`src/sv/rad_pkg.sv`:
```
// Shared types and constants for the running average filter.
// No dependencies; imported by rad_window, running_average_filter and the testbench.
package rad_pkg;

  // Width of the window length register and its value after reset.
  localparam int CFG_W = 6;
  localparam logic [CFG_W-1:0] WINDOW_RESET = 6'd20;

  typedef logic [CFG_W-1:0] cfg_t;

endpackage

```
`src/sv/rad_divider.sv`:
```
// Iterative restoring divider that yields one quotient bit per cycle.
// Standalone; used by running_average_filter for the sum / count step.
module rad_divider #(
  parameter int SUM_W = 21,
  parameter int CNT_W = 6
) (
  input  logic             clk,
  input  logic             rst,
  input  logic             start,
  input  logic [SUM_W-1:0] dividend,
  input  logic [CNT_W-1:0] divisor,
  output logic             done,
  output logic [SUM_W-1:0] quotient
);

  localparam int STEP_W = $clog2(SUM_W + 1);

  logic              busy;
  logic [STEP_W-1:0] steps;
  logic [CNT_W-1:0]  rem;
  logic [SUM_W-1:0]  quo;
  logic [CNT_W-1:0]  dsor;

  logic [CNT_W:0]   trial;
  logic [CNT_W:0]   diff;
  logic             fits;
  logic [CNT_W-1:0] rem_next;

  // The dividend shifts out of the top of quo while quotient bits enter below.
  always_comb begin
    trial    = {rem, quo[SUM_W-1]};
    diff     = trial - {1'b0, dsor};
    fits     = (trial >= {1'b0, dsor});
    rem_next = fits ? diff[CNT_W-1:0] : trial[CNT_W-1:0];
  end

  always_ff @(posedge clk) begin
    if (rst) begin
      busy  <= 1'b0;
      done  <= 1'b0;
      steps <= '0;
    end else begin
      done <= 1'b0;
      if (start) begin
        busy  <= 1'b1;
        steps <= STEP_W'(SUM_W);
      end else if (busy) begin
        steps <= steps - 1'b1;
        if (steps == STEP_W'(1)) begin
          busy <= 1'b0;
          done <= 1'b1;
        end
      end
    end
  end

  always_ff @(posedge clk) begin
    if (start) begin
      rem  <= '0;
      quo  <= dividend;
      dsor <= divisor;
    end else if (busy) begin
      rem <= rem_next;
      quo <= {quo[SUM_W-2:0], fits};
    end
  end

  assign quotient = quo;

endmodule

```
`src/sv/rad_window.sv`:
```
// Circular sample store with write position, fill count and running sum.
// Depends on rad_pkg for the window length type.
module rad_window
  import rad_pkg::*;
#(
  parameter int MAX_WINDOW  = 32,
  parameter int SAMPLE_BITS = 16
) (
  input  logic                                                clk,
  input  logic                                                rst,
  input  logic                                                clear,
  input  cfg_t                                                win_len,
  input  logic                                                take,
  input  logic [SAMPLE_BITS-1:0]                              sample,
  input  logic                                                commit,
  output logic [SAMPLE_BITS+$clog2(MAX_WINDOW)-1:0]           sum,
  output logic [$clog2(MAX_WINDOW+1)-1:0]                     count
);

  localparam int PTR_W = $clog2(MAX_WINDOW);
  localparam int CNT_W = $clog2(MAX_WINDOW + 1);
  localparam int SUM_W = SAMPLE_BITS + PTR_W;
  localparam int CMP_W = (CNT_W > CFG_W) ? CNT_W : CFG_W;

  logic [SAMPLE_BITS-1:0] store [MAX_WINDOW];
  logic [PTR_W-1:0]       wr_pos;
  logic [CNT_W-1:0]       fill;
  logic [SUM_W-1:0]       acc;
  logic [SAMPLE_BITS-1:0] old_q;
  logic [SAMPLE_BITS-1:0] new_q;
  logic                   old_valid;

  logic [CMP_W-1:0] len_ext;
  logic [CNT_W-1:0] eff_len;
  logic [CNT_W-1:0] pos_inc;
  logic [PTR_W-1:0] wr_pos_next;

  // Length zero acts as one; lengths past the store depth saturate.
  always_comb begin
    len_ext = CMP_W'(win_len);
    if (len_ext == '0) begin
      eff_len = CNT_W'(1);
    end else if (len_ext > CMP_W'(MAX_WINDOW)) begin
      eff_len = CNT_W'(MAX_WINDOW);
    end else begin
      eff_len = len_ext[CNT_W-1:0];
    end
    pos_inc     = CNT_W'(wr_pos) + CNT_W'(1);
    wr_pos_next = (pos_inc >= eff_len) ? '0 : pos_inc[PTR_W-1:0];
  end

  // Slots are written in order from zero after every clear, so the slot being
  // replaced holds a real sample only once the window is full. Before that it
  // counts as zero, which stands in for clearing the store.
  always_ff @(posedge clk) begin
    if (take) begin
      store[wr_pos] <= sample;
      old_q         <= store[wr_pos];
      new_q         <= sample;
    end
  end

  always_ff @(posedge clk) begin
    if (rst || clear) begin
      wr_pos    <= '0;
      fill      <= '0;
      acc       <= '0;
      old_valid <= 1'b0;
    end else begin
      if (take) begin
        wr_pos    <= wr_pos_next;
        old_valid <= (fill >= eff_len);
        if (fill < eff_len) begin
          fill <= fill + 1'b1;
        end
      end
      if (commit) begin
        acc <= acc - (old_valid ? SUM_W'(old_q) : '0) + SUM_W'(new_q);
      end
    end
  end

  assign sum   = acc;
  assign count = fill;

endmodule

```
`src/sv/running_average_filter.sv`:
```
// Top level of the running average filter: handshakes, sequencer, output register.
// Depends on rad_pkg, rad_window and rad_divider.
//
//  Channel   Direction  Beat carries                        Handshake
//  s_axis    in         tdata = sample                      tvalid & tready
//  m_axis    out        tdata = average                     tvalid & tready
//  cfg       in         cfg_wdata = window_len              cfg_wen
//
// Each sample passes through the READ, ACC, DIV and OUT steps from its input beat
// until the average is in the output register; in DIV the restoring divider
// yields one quotient bit per cycle over the sum width.
// s_axis_tready is high only while the sequencer is idle. A finished average
// waits in the output register, so the next sample may be taken meanwhile; the
// divider result is held until that register is free.
// Reset and every configuration write empty the window.
module running_average_filter
  import rad_pkg::*;
#(
  parameter int MAX_WINDOW  = 32,
  parameter int SAMPLE_BITS = 16
) (
  input  logic                                clk,
  input  logic                                rst,
  input  logic                                cfg_wen,
  input  cfg_t                                cfg_wdata,       // window_len
  input  logic                                s_axis_tvalid,
  output logic                                s_axis_tready,
  input  logic [((SAMPLE_BITS+7)/8)*8-1:0]    s_axis_tdata,    // sample, then zero fill
  output logic                                m_axis_tvalid,
  input  logic                                m_axis_tready,
  output logic [((SAMPLE_BITS+7)/8)*8-1:0]    m_axis_tdata     // average, then zero fill
);

  localparam int DATA_W = ((SAMPLE_BITS + 7) / 8) * 8;
  localparam int CNT_W  = $clog2(MAX_WINDOW + 1);
  localparam int SUM_W  = SAMPLE_BITS + $clog2(MAX_WINDOW);

  // Sequencer codes.
  localparam logic [2:0] S_IDLE = 3'd0;
  localparam logic [2:0] S_READ = 3'd1;
  localparam logic [2:0] S_ACC  = 3'd2;
  localparam logic [2:0] S_DIV  = 3'd3;
  localparam logic [2:0] S_OUT  = 3'd4;

  logic [2:0] state;
  logic [2:0] state_next;
  cfg_t       window_len;

  logic             in_beat;
  logic             out_free;
  logic [SUM_W-1:0] win_sum;
  logic [CNT_W-1:0] fill_cnt;
  logic             div_start;
  logic             div_done;
  logic [SUM_W-1:0] quotient;

  assign s_axis_tready = (state == S_IDLE);
  assign in_beat       = s_axis_tvalid && s_axis_tready;
  assign out_free      = !m_axis_tvalid || m_axis_tready;
  assign div_start     = (state == S_ACC);

  // The window register; a write also restarts the window inside rad_window.
  always_ff @(posedge clk) begin
    if (rst) begin
      window_len <= WINDOW_RESET;
    end else if (cfg_wen) begin
      window_len <= cfg_wdata;
    end
  end

  // IDLE takes a sample and reads the slot it replaces, READ updates the sum,
  // ACC launches the divider, DIV waits for it, OUT waits for the output slot.
  always_comb begin
    state_next = state;
    case (state)
      S_IDLE: begin
        if (in_beat) begin
          state_next = S_READ;
        end
      end
      S_READ: state_next = S_ACC;
      S_ACC:  state_next = S_DIV;
      S_DIV: begin
        if (div_done) begin
          state_next = S_OUT;
        end
      end
      S_OUT: begin
        if (out_free) begin
          state_next = S_IDLE;
        end
      end
      default: state_next = S_IDLE;
    endcase
  end

  always_ff @(posedge clk) begin
    if (rst) begin
      state <= S_IDLE;
    end else begin
      state <= state_next;
    end
  end

  rad_window #(
    .MAX_WINDOW  (MAX_WINDOW),
    .SAMPLE_BITS (SAMPLE_BITS)
  ) u_window (
    .clk     (clk),
    .rst     (rst),
    .clear   (cfg_wen),
    .win_len (window_len),
    .take    (in_beat),
    .sample  (s_axis_tdata[SAMPLE_BITS-1:0]),
    .commit  (state == S_READ),
    .sum     (win_sum),
    .count   (fill_cnt)
  );

  rad_divider #(
    .SUM_W (SUM_W),
    .CNT_W (CNT_W)
  ) u_divider (
    .clk      (clk),
    .rst      (rst),
    .start    (div_start),
    .dividend (win_sum),
    .divisor  (fill_cnt),
    .done     (div_done),
    .quotient (quotient)
  );

  // Output register. The mean never exceeds the largest sample, so the low
  // SAMPLE_BITS of the quotient hold it whole.
  always_ff @(posedge clk) begin
    if (rst) begin
      m_axis_tvalid <= 1'b0;
    end else if (state == S_OUT && out_free) begin
      m_axis_tvalid <= 1'b1;
    end else if (m_axis_tready) begin
      m_axis_tvalid <= 1'b0;
    end
  end

  always_ff @(posedge clk) begin
    if (state == S_OUT && out_free) begin
      m_axis_tdata <= DATA_W'(quotient[SAMPLE_BITS-1:0]);
    end
  end

  // A taken sample closes the input until its average is stored.
  a_one_at_a_time: assert property (@(posedge clk) disable iff (rst)
    in_beat |=> !s_axis_tready)
    else $error("input accepted while a sample is in flight");

  // The divisor is never zero when a division is launched.
  a_divisor_nonzero: assert property (@(posedge clk) disable iff (rst)
    div_start |-> fill_cnt != '0)
    else $error("division launched with an empty window");

  // The divider finishes only while the sequencer waits for it.
  a_done_in_div: assert property (@(posedge clk) disable iff (rst)
    div_done |-> state == S_DIV)
    else $error("divider finished outside the divide step");

  // A new output beat appears only from the output step.
  a_out_from_seq: assert property (@(posedge clk) disable iff (rst)
    $rose(m_axis_tvalid) |-> $past(state) == S_OUT)
    else $error("output raised without a finished average");

endmodule

```
`config.mk`:
```
export PLATFORM = sky130hd
export DESIGN_NAME = running_average_filter
export DESIGN_NICKNAME = d
export VERILOG_FILES = /design/src/sv/rad_pkg.sv /design/src/sv/rad_divider.sv /design/src/sv/rad_window.sv /design/src/sv/running_average_filter.sv
export SDC_FILE = /design/constraint.sdc
export NUM_CORES = 1
export LEC_CHECK = 0
export ABC_AREA = 1
export BUFFER_PORTS_ARGS = -buffer_cell sky130_fd_sc_hd__clkbuf_2
export CORE_ASPECT_RATIO = 1.1
export CORE_UTILIZATION = 38
export CTS_CLUSTER_DIAMETER = 40
export DETAILED_ROUTE_END_ITERATION = 12
export GPL_TIMING_DRIVEN = 1
export SYNTH_ARGS = -nofsm -noshare
export SYNTH_HDL_FRONTEND = slang
export SYNTH_SLANG_ARGS = --single-unit
```
`constraint.sdc`:
```
create_clock -name clk -period 3.05 [get_ports clk]
set_input_delay 0.305 -clock clk [delete_from_list [all_inputs] [get_ports clk]]
set_output_delay 0.305 -clock clk [all_outputs]
set_load 0.02 [all_outputs]
```
==> results of run 1 <==
-- worst max-delay path, delay by kind of cell, from the launching register on --
family,cells,cell delay (ns)
AND/OR/NAND/NOR,8,0.76
AO/OA/AOI/OAI,1,0.21
adder cells (fa/ha/maj),2,0.81
buffers and inverters,5,0.36
flip-flops,1,0.34
-- layout make-up --
class                           count  area share
Multi-Input combinational cell   1426       0.226
Clock buffer                      101      0.0743
Inverter                          218      0.0258
Timing Repair Buffer              131      0.0295
Sequential cell                   643       0.586
Clock inverter                     75      0.0221
Tap cell                          936      0.0366
-- report_power, final --
part           switching [W]  internal [W]  leakage, nW  total (W)
Combinational        0.00220      0.000989         4.66    0.00319
Clock                0.00417       0.00621         1.47     0.0104
Sequential          0.000140        0.0101         5.77     0.0102
-- registers in the layout, summed over array words and instances, names as in the netlist --
| register | cells |
|---|---|
| state | 3 |
| u_window.old_valid | 1 |
| u_divider.steps | 5 |
| u_divider.dsor | 6 |
| u_divider.done | 1 |
| u_window.count | 6 |
| u_window.wr_pos | 5 |
| m_axis_tdata | 16 |
| u_divider.rem | 6 |
| u_divider.busy | 1 |
| u_window.old_q | 16 |
| u_divider.quotient | 21 |
| u_window.store | 512 |
| m_axis_tvalid | 1 |
| u_window.sum | 21 |
| u_window.new_q | 16 |
| window_len | 6 |
-- cells in the final DEF (no fill, tap or decap), drive strengths merged, types with 4 or more instances in the layout --
cell / n
a21oi: 57
buf: 79
bufinv: 5
clkbuf: 145
clkinv: 34
clkinvlp: 15
dfxtp: 56
dlygate4sd3: 8
edfxtp: 587
fa: 17
ha: 46
inv: 239
nand2: 359
nand3: 50
nand4: 42
nor2: 356
nor3: 15
o21ai: 312
o21bai: 5
o22ai: 124
or2: 12
xnor2: 4
xor2: 12
-- layer usage --
metal | wire [microns] | up-vias | share of wire | global-route usage
li1 | - | 8667 | - | -
met3 | 4110 | 117 | 0.059 | 0.0324
met1 | 29300 | 9011 | 0.42 | 0.248
met4 | 2030 | 2 | 0.029 | 0.0643
met2 | 34000 | 549 | 0.49 | 0.322
met5 | 11 | - | 0.00016 | 0
-- kinds of logic after synthesis --
logic type      synth area share
compound gates            0.0999
fa+ha+maj                 0.0335
simple gates               0.126
buf+inv                   0.0497
flops                      0.686
xor+xnor                 0.00512
-- per-stage QoR --
| stage | std cells | cell area, sq um |
|---|---|---|
| 6_report | 3530 | 32000 |
| 5_1_grt | 3530 | 32000 |
| 4_1_cts | 3530 | 32000 |
| 3_5_place_dp | 3346 | 28900 |
| 3_3_place_gp | 3346 | 28900 |
| 2_1_floorplan | 2397 | 27300 |
-- how the worst max path moves through the flow --
stage	from	endpoint	slack (ns)	cells after the start
4_1_cts	u_window.old_valid	u_window.sum[17]	0.44	16
2_1_floorplan	state[2]	u_window.store[10][0]	0.23	8
3_3_place_gp	u_window.old_valid	u_window.sum[15]	0.46	16
5_1_grt	u_window.old_valid	u_window.sum[17]	0.19	15
6_report	u_window.old_valid	u_window.sum[17]	0.45	16
3_5_place_dp	u_window.old_valid	u_window.sum[17]	0.46	16
==> flow_summary.toml, run 1 <==
[run_status]
status = "completed"

[worst_setup_path]
critPathArrivalTime_ns = 3.11
rr_startpoint = "u_window.old_valid"
crit_path_top_delay_cell = "fa_1"
critPathMaxFanout = 13
r2r_setup_slack_ns = 0.45
critPathRequiredTime_ns = 3.56
crit_top_cell = "nand2_1"
r2r_end = "u_window.sum[17]"
crit_path_max_incr_delay_ns = 0.47
start_kind = "flip-flop"
endpoint_kind = "flip-flop"
reg2reg_depth = 16
path_class = "reg -> reg"
cp_cell_sequence = "buf_4 > nand2_1 > inv_1 > fa_1 > inv_1 > ha_1 > nand2_1 > inv_1 > a21oi_1 > nand3_1 > nand2_1 > nand2_1 > nand2_1 > nand3_1 > nand2_1 > inv_1"

[global_routing]
grt_overflow_total = 0
grtUsageTotal = 0.191
grt_pass1_wl_microns = 107000
grt_pass1_vias = 18100
grt_max_degree = 83
antenna_found_initial = 2

[sta]
rsz0062_at_grt = "false"
tns_ns = 0
finalSetupViolCount = 0
finalMaxSlewViolations = 0
setup_ws_ns = 0.449
post-route-period-util = 0.853
finalHoldViolCount = 0
maxSlewHeadroom = 0.356
timing.final.crit_period_ns = 2.60
fmax_ghz = 0.385
tightest_slew_ns = 0.967
worst_hold_slack_ns = 0.0721
clock_skew_ns = 0.0459

[detailed_routing]
first_pass_iters = 5
vias = 18300
viasPerCell = 5.20
drtIter0Drc = 1389
wire_per_inst_microns = 19.7
ant_nets = 0
totalWireLength_microns = 69500
drc_errors = 0

[synthesis]
yosys_warnings = 0
yosys-top-cells-area = "edfxtp_1 64%, nand2_1 4.9%, nor2_1 4.8%"
synth.distinct_cells = 42
yosysSeqAreaShare = 0.686
yosysMostFrequentCell = "edfxtp_1"
post-synth-top-area-fraction = 0.645
synth.net_count = 2487
synth-seq-cells = 643
synth_edf_count = 587
postSynthAreaPerCell_sq_um = 11.4
synth.cell_area_sq_um = 27300
synth.largest_area_cell = "edfxtp_1"
ys_top_cells_by_count = "587 x edfxtp_1, 358 x nand2_1, 352 x nor2_1"
synthCells = 2397
synth_flop_cell = "edfxtp_1"
async_reset_ff_frac = 0

[clock_network]
cts_root_buf = "clkbuf_16"
cts_buffer_depth = 3
cts.clk_slew.worst_paths_ns = 0.06
post_cts_resized = 0
cts_tree = "yes"
htree_levels = 3
cts_hold_buf = 8
insertion_delay_ns = 0.65
cts_sinks = 643
numCtsBuffers = 93
postCtsSetupRepairBufs = 0

[finish]
antenna_cells = 0
fillers = 6473
drive_gt1_frac = 0.116
seqCellArea_sq_um = 18800
multiInputGateArea_sq_um = 7240
final_util = 0.452
fin_nets = 2603
area_growth_pct = 17.1

[power_and_ir_drop]
p_leak_nw = 11.9
power.density_nw_per_um2 = 742
irDropWorstVdd_v = 0.000607
power_w = 0.0238

[worst_hold_path]
hold_path.class = "in -> reg"
min_to = "window_len[5]"
hold_depth = 3
worstHoldStart = "cfg_wdata[5]"

[floorplan]
die_y_microns = 283
die_area_sq_um = 73000
coreArea_sq_um = 70800
rows = 102
start_util = 0.386
io_pins = 45
dieWidth_microns = 258

[flow_run]
cap_violations = 0

[place]
place.gp.congestion = 0.852
place_ws_ns = 0.463
dp_hpwl_microns = 42700
io_buffers = 44
Note: power is estimated with default switching activity, not from simulation.
==> run 2: changes to the inputs <==
- clock period: 3.05 -> 2.3 ns (I/O delays scaled with it)
==> flow_summary.toml, run 2 (same netlist as run 1, synthesis figures left out) <==
[run_status]
status = "complete, but fails checks"
failed_checks = "negative setup slack"

[detailed_routing]
first_pass_iters = 5
vias = 18800
wire_per_inst_microns = 20.1
viasPerCell = 5.22
drtIter0Drc = 1373
totalWireLength_microns = 72300
drc_errors = 0
ant_nets = 0

[worst_hold_path]
hold_path.class = "in -> reg"

[finish]
fillers = 6231
drive_gt1_frac = 0.196
fin_nets = 2672
area_growth_pct = 23.9
final_common_cell = "edfxtp_1"
stdcell_area_sq_um = 33900
top_register = "u_window.store"
antenna_cells = 0
layout_common_cells = "587 x edfxtp_1, 316 x nor2_1, 312 x nand2_1"
largest_reg_flops = 512

[place]
post_dp_cell_area_sq_um = 29900
dp_hpwl_microns = 44500
place.gp.congestion = 0.877
io_buffers = 44

[worst_setup_path]
crit_path_top_delay_cell = "fa_1"
start_kind = "flip-flop"
cp_cell_sequence = "buf_6 > buf_6 > nand2_1 > inv_1 > fa_1 > inv_2 > ha_4 > a21oi_2 > nand2_2 > a21oi_2 > nand3_1 > nand2_1 > nand3_1 > nand2_1 > inv_1"
r2r_setup_slack_ns = -0.06
endpoint_kind = "flip-flop"
path_class = "reg -> reg"
critPathArrivalTime_ns = 2.89
critPathMaxFanout = 4
critPathRequiredTime_ns = 2.83
crit_path_max_incr_delay_ns = 0.49
crit_top_cell = "nand2_1"

[global_routing]
grt_pass1_vias = 18500
grt_pass1_wl_microns = 109000
grt_max_degree = 91
grtUsageTotal = 0.196
grt_overflow_total = 0
antenna_found_initial = 0

[floorplan]
start_util = 0.386
rows = 102
dieWidth_microns = 258
die_area_sq_um = 73000
die_y_microns = 283
io_pins = 45
coreArea_sq_um = 70800

[sta]
post-route-period-util = 1.03
rsz0062_at_grt = "true"
setup_ws_ns = -0.0623
worst_hold_slack_ns = 0.0449
finalMaxSlewViolations = 0
fmax_ghz = 0.423
maxSlewHeadroom = 0.362
clock_skew_ns = 0.0615
timing.final.crit_period_ns = 2.36
finalSetupViolCount = 9
finalHoldViolCount = 0
tightest_slew_ns = 0.956

[power_and_ir_drop]
p_leak_nw = 12.5
irDropWorstVdd_v = 0.000687
power.density_nw_per_um2 = 984

[clock_network]
insertion_delay_ns = 0.65
cts.clk_slew.worst_paths_ns = 0.05
cts_tree = "yes"
cts_buffer_depth = 3
numCtsBuffers = 89
cts_root_buf = "clkbuf_16"
cts_sinks = 643
htree_levels = 3

[flow_run]
cap_violations = 0
run 2: cell count changes in the layout (fill, tap and decap cells not counted), moves of 27 or more:
cell | previous run | this run
nor2_4 | 0 | 32
nor2_1 | 352 | 316
nand2_2 | 1 | 33
nand2_1 | 358 | 312
buf_4 | 75 | 108
buf_12 | 4 | 31
run 2: path summary, 6_finish.rpt:
kind                                       startpoint               end  depth (start not counted)
worst min register to register  u_divider.quotient[4]   m_axis_tdata[4]                          0
worst max-delay path               u_window.old_valid  u_window.sum[19]                         15
worst min-delay path                          cfg_wen     window_len[3]                          3
worst max register to register     u_window.old_valid  u_window.sum[19]                         15
run 2: worst max-delay path, delay by kind of cell (launching register included):
| kind | cells | cell delay, ns |
|---|---|---|
| buffers and inverters | 5 | 0.38 |
| flip-flops | 1 | 0.36 |
| AND/OR/NAND/NOR | 6 | 0.43 |
| adder cells (fa/ha/maj) | 2 | 0.73 |
| AO/OA/AOI/OAI | 2 | 0.36 |
run 2: power by group:
| part | total, W | switching (W) | internal, W |
|---|---|---|---|
| Combinational | 0.00594 | 0.00367 | 0.00227 |
| Clock | 0.0139 | 0.00552 | 0.00833 |
| Sequential | 0.0135 | 0.000186 | 0.0133 |
| Total | 0.0333 | 0.00938 | 0.0239 |
run 2: layout make-up:
cell class,instances,area [sq um],share of cell area
clock buffers,98,2300,0.0680
well taps,936,1170,0.0346
clock inverters,67,754,0.0223
flip-flops and latches,643,18800,0.554
inverters,218,835,0.0246
multi-input cells,1426,8130,0.240
repair buffers,204,1920,0.0566
run 2: per-stage QoR:
| step | cells | util | TNS [ns] | setup WS, ns | power, W |
|---|---|---|---|---|---|
| after detailed placement | 3402 | 0.422 | -6.99 | -0.342 | 0.0186 |
| after global placement | 3402 | 0.422 | -6.04 | -0.362 | 0.0185 |
| after global routing | 3592 | 0.478 | -2.33 | -0.241 | 0.0346 |
| after CTS | 3583 | 0.472 | -0.442 | -0.0635 | 0.0330 |
| final | 3592 | 0.478 | -0.227 | -0.0623 | 0.0333 |
| after floorplan | 2397 | - | -11.23 | -0.0877 | 0.0169 |
run 2: repair_timing:
item                                   4_1_cts  5_1_grt
gates resized for setup                     87       87
hold buffers                                11        0
endpoints found under the hold margin       14        0
gates cloned                                 0        2
pin swaps                                   32       26
buffers inserted                             6        7
setup endpoints to repair                  101      250
run 2: metal layers:
layer | vias to the layer above | global-route usage | wire [microns]
met3 | 161 | 0.0313 | 3660
li1 | 8821 | - | -
met2 | 565 | 0.323 | 34900
met4 | 0 | 0.0783 | 2720
met5 | - | 0 | 0
met1 | 9212 | 0.258 | 31000
==> run 3: changes to the inputs <==
- CORE_UTILIZATION: 38 -> 40
==> flow_summary.toml, run 3 (same netlist as run 1, synthesis figures left out) <==
[worst_setup_path]
crit_family = "adder cells"
rr_startpoint = "u_window.old_valid"
critPathMaxFanout = 13
cp_cell_sequence = "buf_12 > nand2_1 > inv_2 > fa_1 > inv_2 > ha_4 > nand2_4 > inv_2 > a21oi_4 > buf_6 > nor2_1 > nor2_1 > nand2_1 > nand2_1 > nand3_1 > nand2_1 > inv_1"
crit_path_max_incr_delay_ns = 0.49
r2r_end = "u_window.sum[13]"
critPathBufInv = 6
crit_top_cell = "nand2_1"
critPathRequiredTime_ns = 2.83
crit_path_top_delay_cell = "fa_1"
path_class = "reg -> reg"
start_kind = "flip-flop"
reg2reg_depth = 17
r2r_setup_slack_ns = -0.11
critPathArrivalTime_ns = 2.95
endpoint_kind = "flip-flop"

[power_and_ir_drop]
clockPowerShare = 0.437
p_sw_frac = 0.273
intPower_w = 0.0245
irDropWorstVdd_v = 0.000941
p_leak_nw = 12.5
power.density_nw_per_um2 = 997
switchingPower_w = 0.00922
sequentialPowerShare = 0.401
combPwrFrac = 0.162

[detailed_routing]
drtIter0Drc = 1550
routed.top_layer = "met4"
viasPerCell = 5.19
drc_errors = 0
wire_per_inst_microns = 19.5
ant_nets = 0
first_pass_iters = 5
totalWireLength_microns = 70000
wl_met1_microns = 29200
wl_met2_microns = 33300
met3_length_microns = 4550
vias = 18600

[floorplan]
coreArea_sq_um = 67700
rows = 100
die_y_microns = 276
start_util = 0.404
die_area_sq_um = 69400
io_pins = 45
dieWidth_microns = 251

[sta]
rsz0062_at_grt = "true"
tightest_slew_ns = 0.939
finalHoldViolCount = 0
clock_skew_ns = 0.0418
setup_ws_ns = -0.112
maxSlewHeadroom = 0.374
post-route-period-util = 1.05
finalSetupViolCount = 13
finalMaxSlewViolations = 0
timing.final.crit_period_ns = 2.41
fmax_ghz = 0.415

[place]
dp.cells = 3389
post_dp_cell_area_sq_um = 30000
place_ws_ns = -0.192
dp_hpwl_microns = 43400
io_buffers = 44
place.gp.congestion = 0.906

[run_status]
status = "complete, but fails checks"
failed_checks = "negative setup slack"

[clock_network]
insertion_delay_ns = 0.66
htree_levels = 3
cts_buffer_depth = 3
numCtsBuffers = 94
cts.clk_slew.worst_paths_ns = 0.06
cts_root_buf = "clkbuf_16"
cts_sinks = 643
cts_tree = "yes"

[finish]
top_register = "u_window.store"
antenna_cells = 0
stdcell_count = 3583
final_util = 0.500
layout_common_cells = "587 x edfxtp_1, 327 x nand2_1, 317 x nor2_1"
stdcell_area_sq_um = 33800
drive_gt1_frac = 0.186
fin_nets = 2676
final_common_cell = "edfxtp_1"
area_growth_pct = 23.8
largest_reg_flops = 512

[worst_hold_path]
min_to = "window_len[1]"
worstHoldStart = "cfg_wen"
hold_depth = 3
hold_path.class = "in -> reg"

[global_routing]
grt_overflow_total = 0
grtUsageTotal = 0.203
grt_pass1_vias = 18500
grt_max_degree = 79
grt_pass1_wl_microns = 107000
antenna_found_initial = 0

[flow_run]
cap_violations = 0
## run 3: worst register-to-register path, delay by kind of cell (launching register included)
| kind | cells | cell delay [ns] |
|---|---|---|
| adders and majority gates | 2 | 0.75 |
| and+or+nand+nor | 8 | 0.59 |
| buffers and inverters | 6 | 0.43 |
| DFF | 1 | 0.36 |
| AOI/OAI and AO/OA | 1 | 0.18 |
## run 3: final cells by class
type	count	area, sq um
sequential	643	18800
clock inverter	69	851
multi-input combinational	1426	7890
fill	5890	33800
tap	918	1150
timing repair buffer	203	1900
clock buffer	106	2470
inverter	218	825
## run 3: repair_timing
item | CTS | global route
cloned | 0 | 0
pin swaps | 4 | 15
buffers inserted | 1 | 5
hold buffers | 13 | 0
endpoints found under the setup margin | 22 | 75
hold endpoints to repair | 14 | 0
gates resized for setup | 37 | 64
## run 3: how the worst max path moves through the flow
stage / start / endpoint / slack [ns] / cells past startpoint
after floorplan: u_window.wr_pos[0] / u_window.store[0][0] / -0.09 / 7
after global placement: u_window.old_valid / u_window.sum[18] / -0.19 / 15
after detailed placement: u_window.old_valid / u_window.sum[14] / -0.19 / 16
after CTS: u_window.old_valid / u_window.sum[13] / -0.07 / 17
after global routing: u_window.old_valid / u_window.sum[13] / -0.25 / 17
final: u_window.old_valid / u_window.sum[13] / -0.11 / 17
## run 3: power groups by stage
stage / Clock (W) / Combinational, W / Sequential (W)
5_1_grt: 0.0154 / 0.00610 / 0.0136
3_5_place_dp: 0 / 0.00492 / 0.0138
6_report: 0.0147 / 0.00547 / 0.0135
4_1_cts: 0.0150 / 0.00520 / 0.0135
3_3_place_gp: 0 / 0.00485 / 0.0138
2_1_floorplan: 0 / 0.00317 / 0.0137
## run 3: per-layer routing
layer	vias to the layer above	GRT usage
met3	158	0.0373
met4	0	0.0902
met1	9002	0.264
li1	8827	-
met2	612	0.331
met5	-	0
## run 3: through the flow
stage / TNS [ns] / power [W] / hold WS, ns
2_1_floorplan: -11.23 / 0.0169 / 0.329
3_3_place_gp: -2.04 / 0.0186 / 0.435
3_5_place_dp: -2.28 / 0.0187 / 0.436
4_1_cts: -0.581 / 0.0337 / 0.0151
5_1_grt: -2.95 / 0.0351 / 0.0577
6_report: -0.544 / 0.0337 / 0.0336
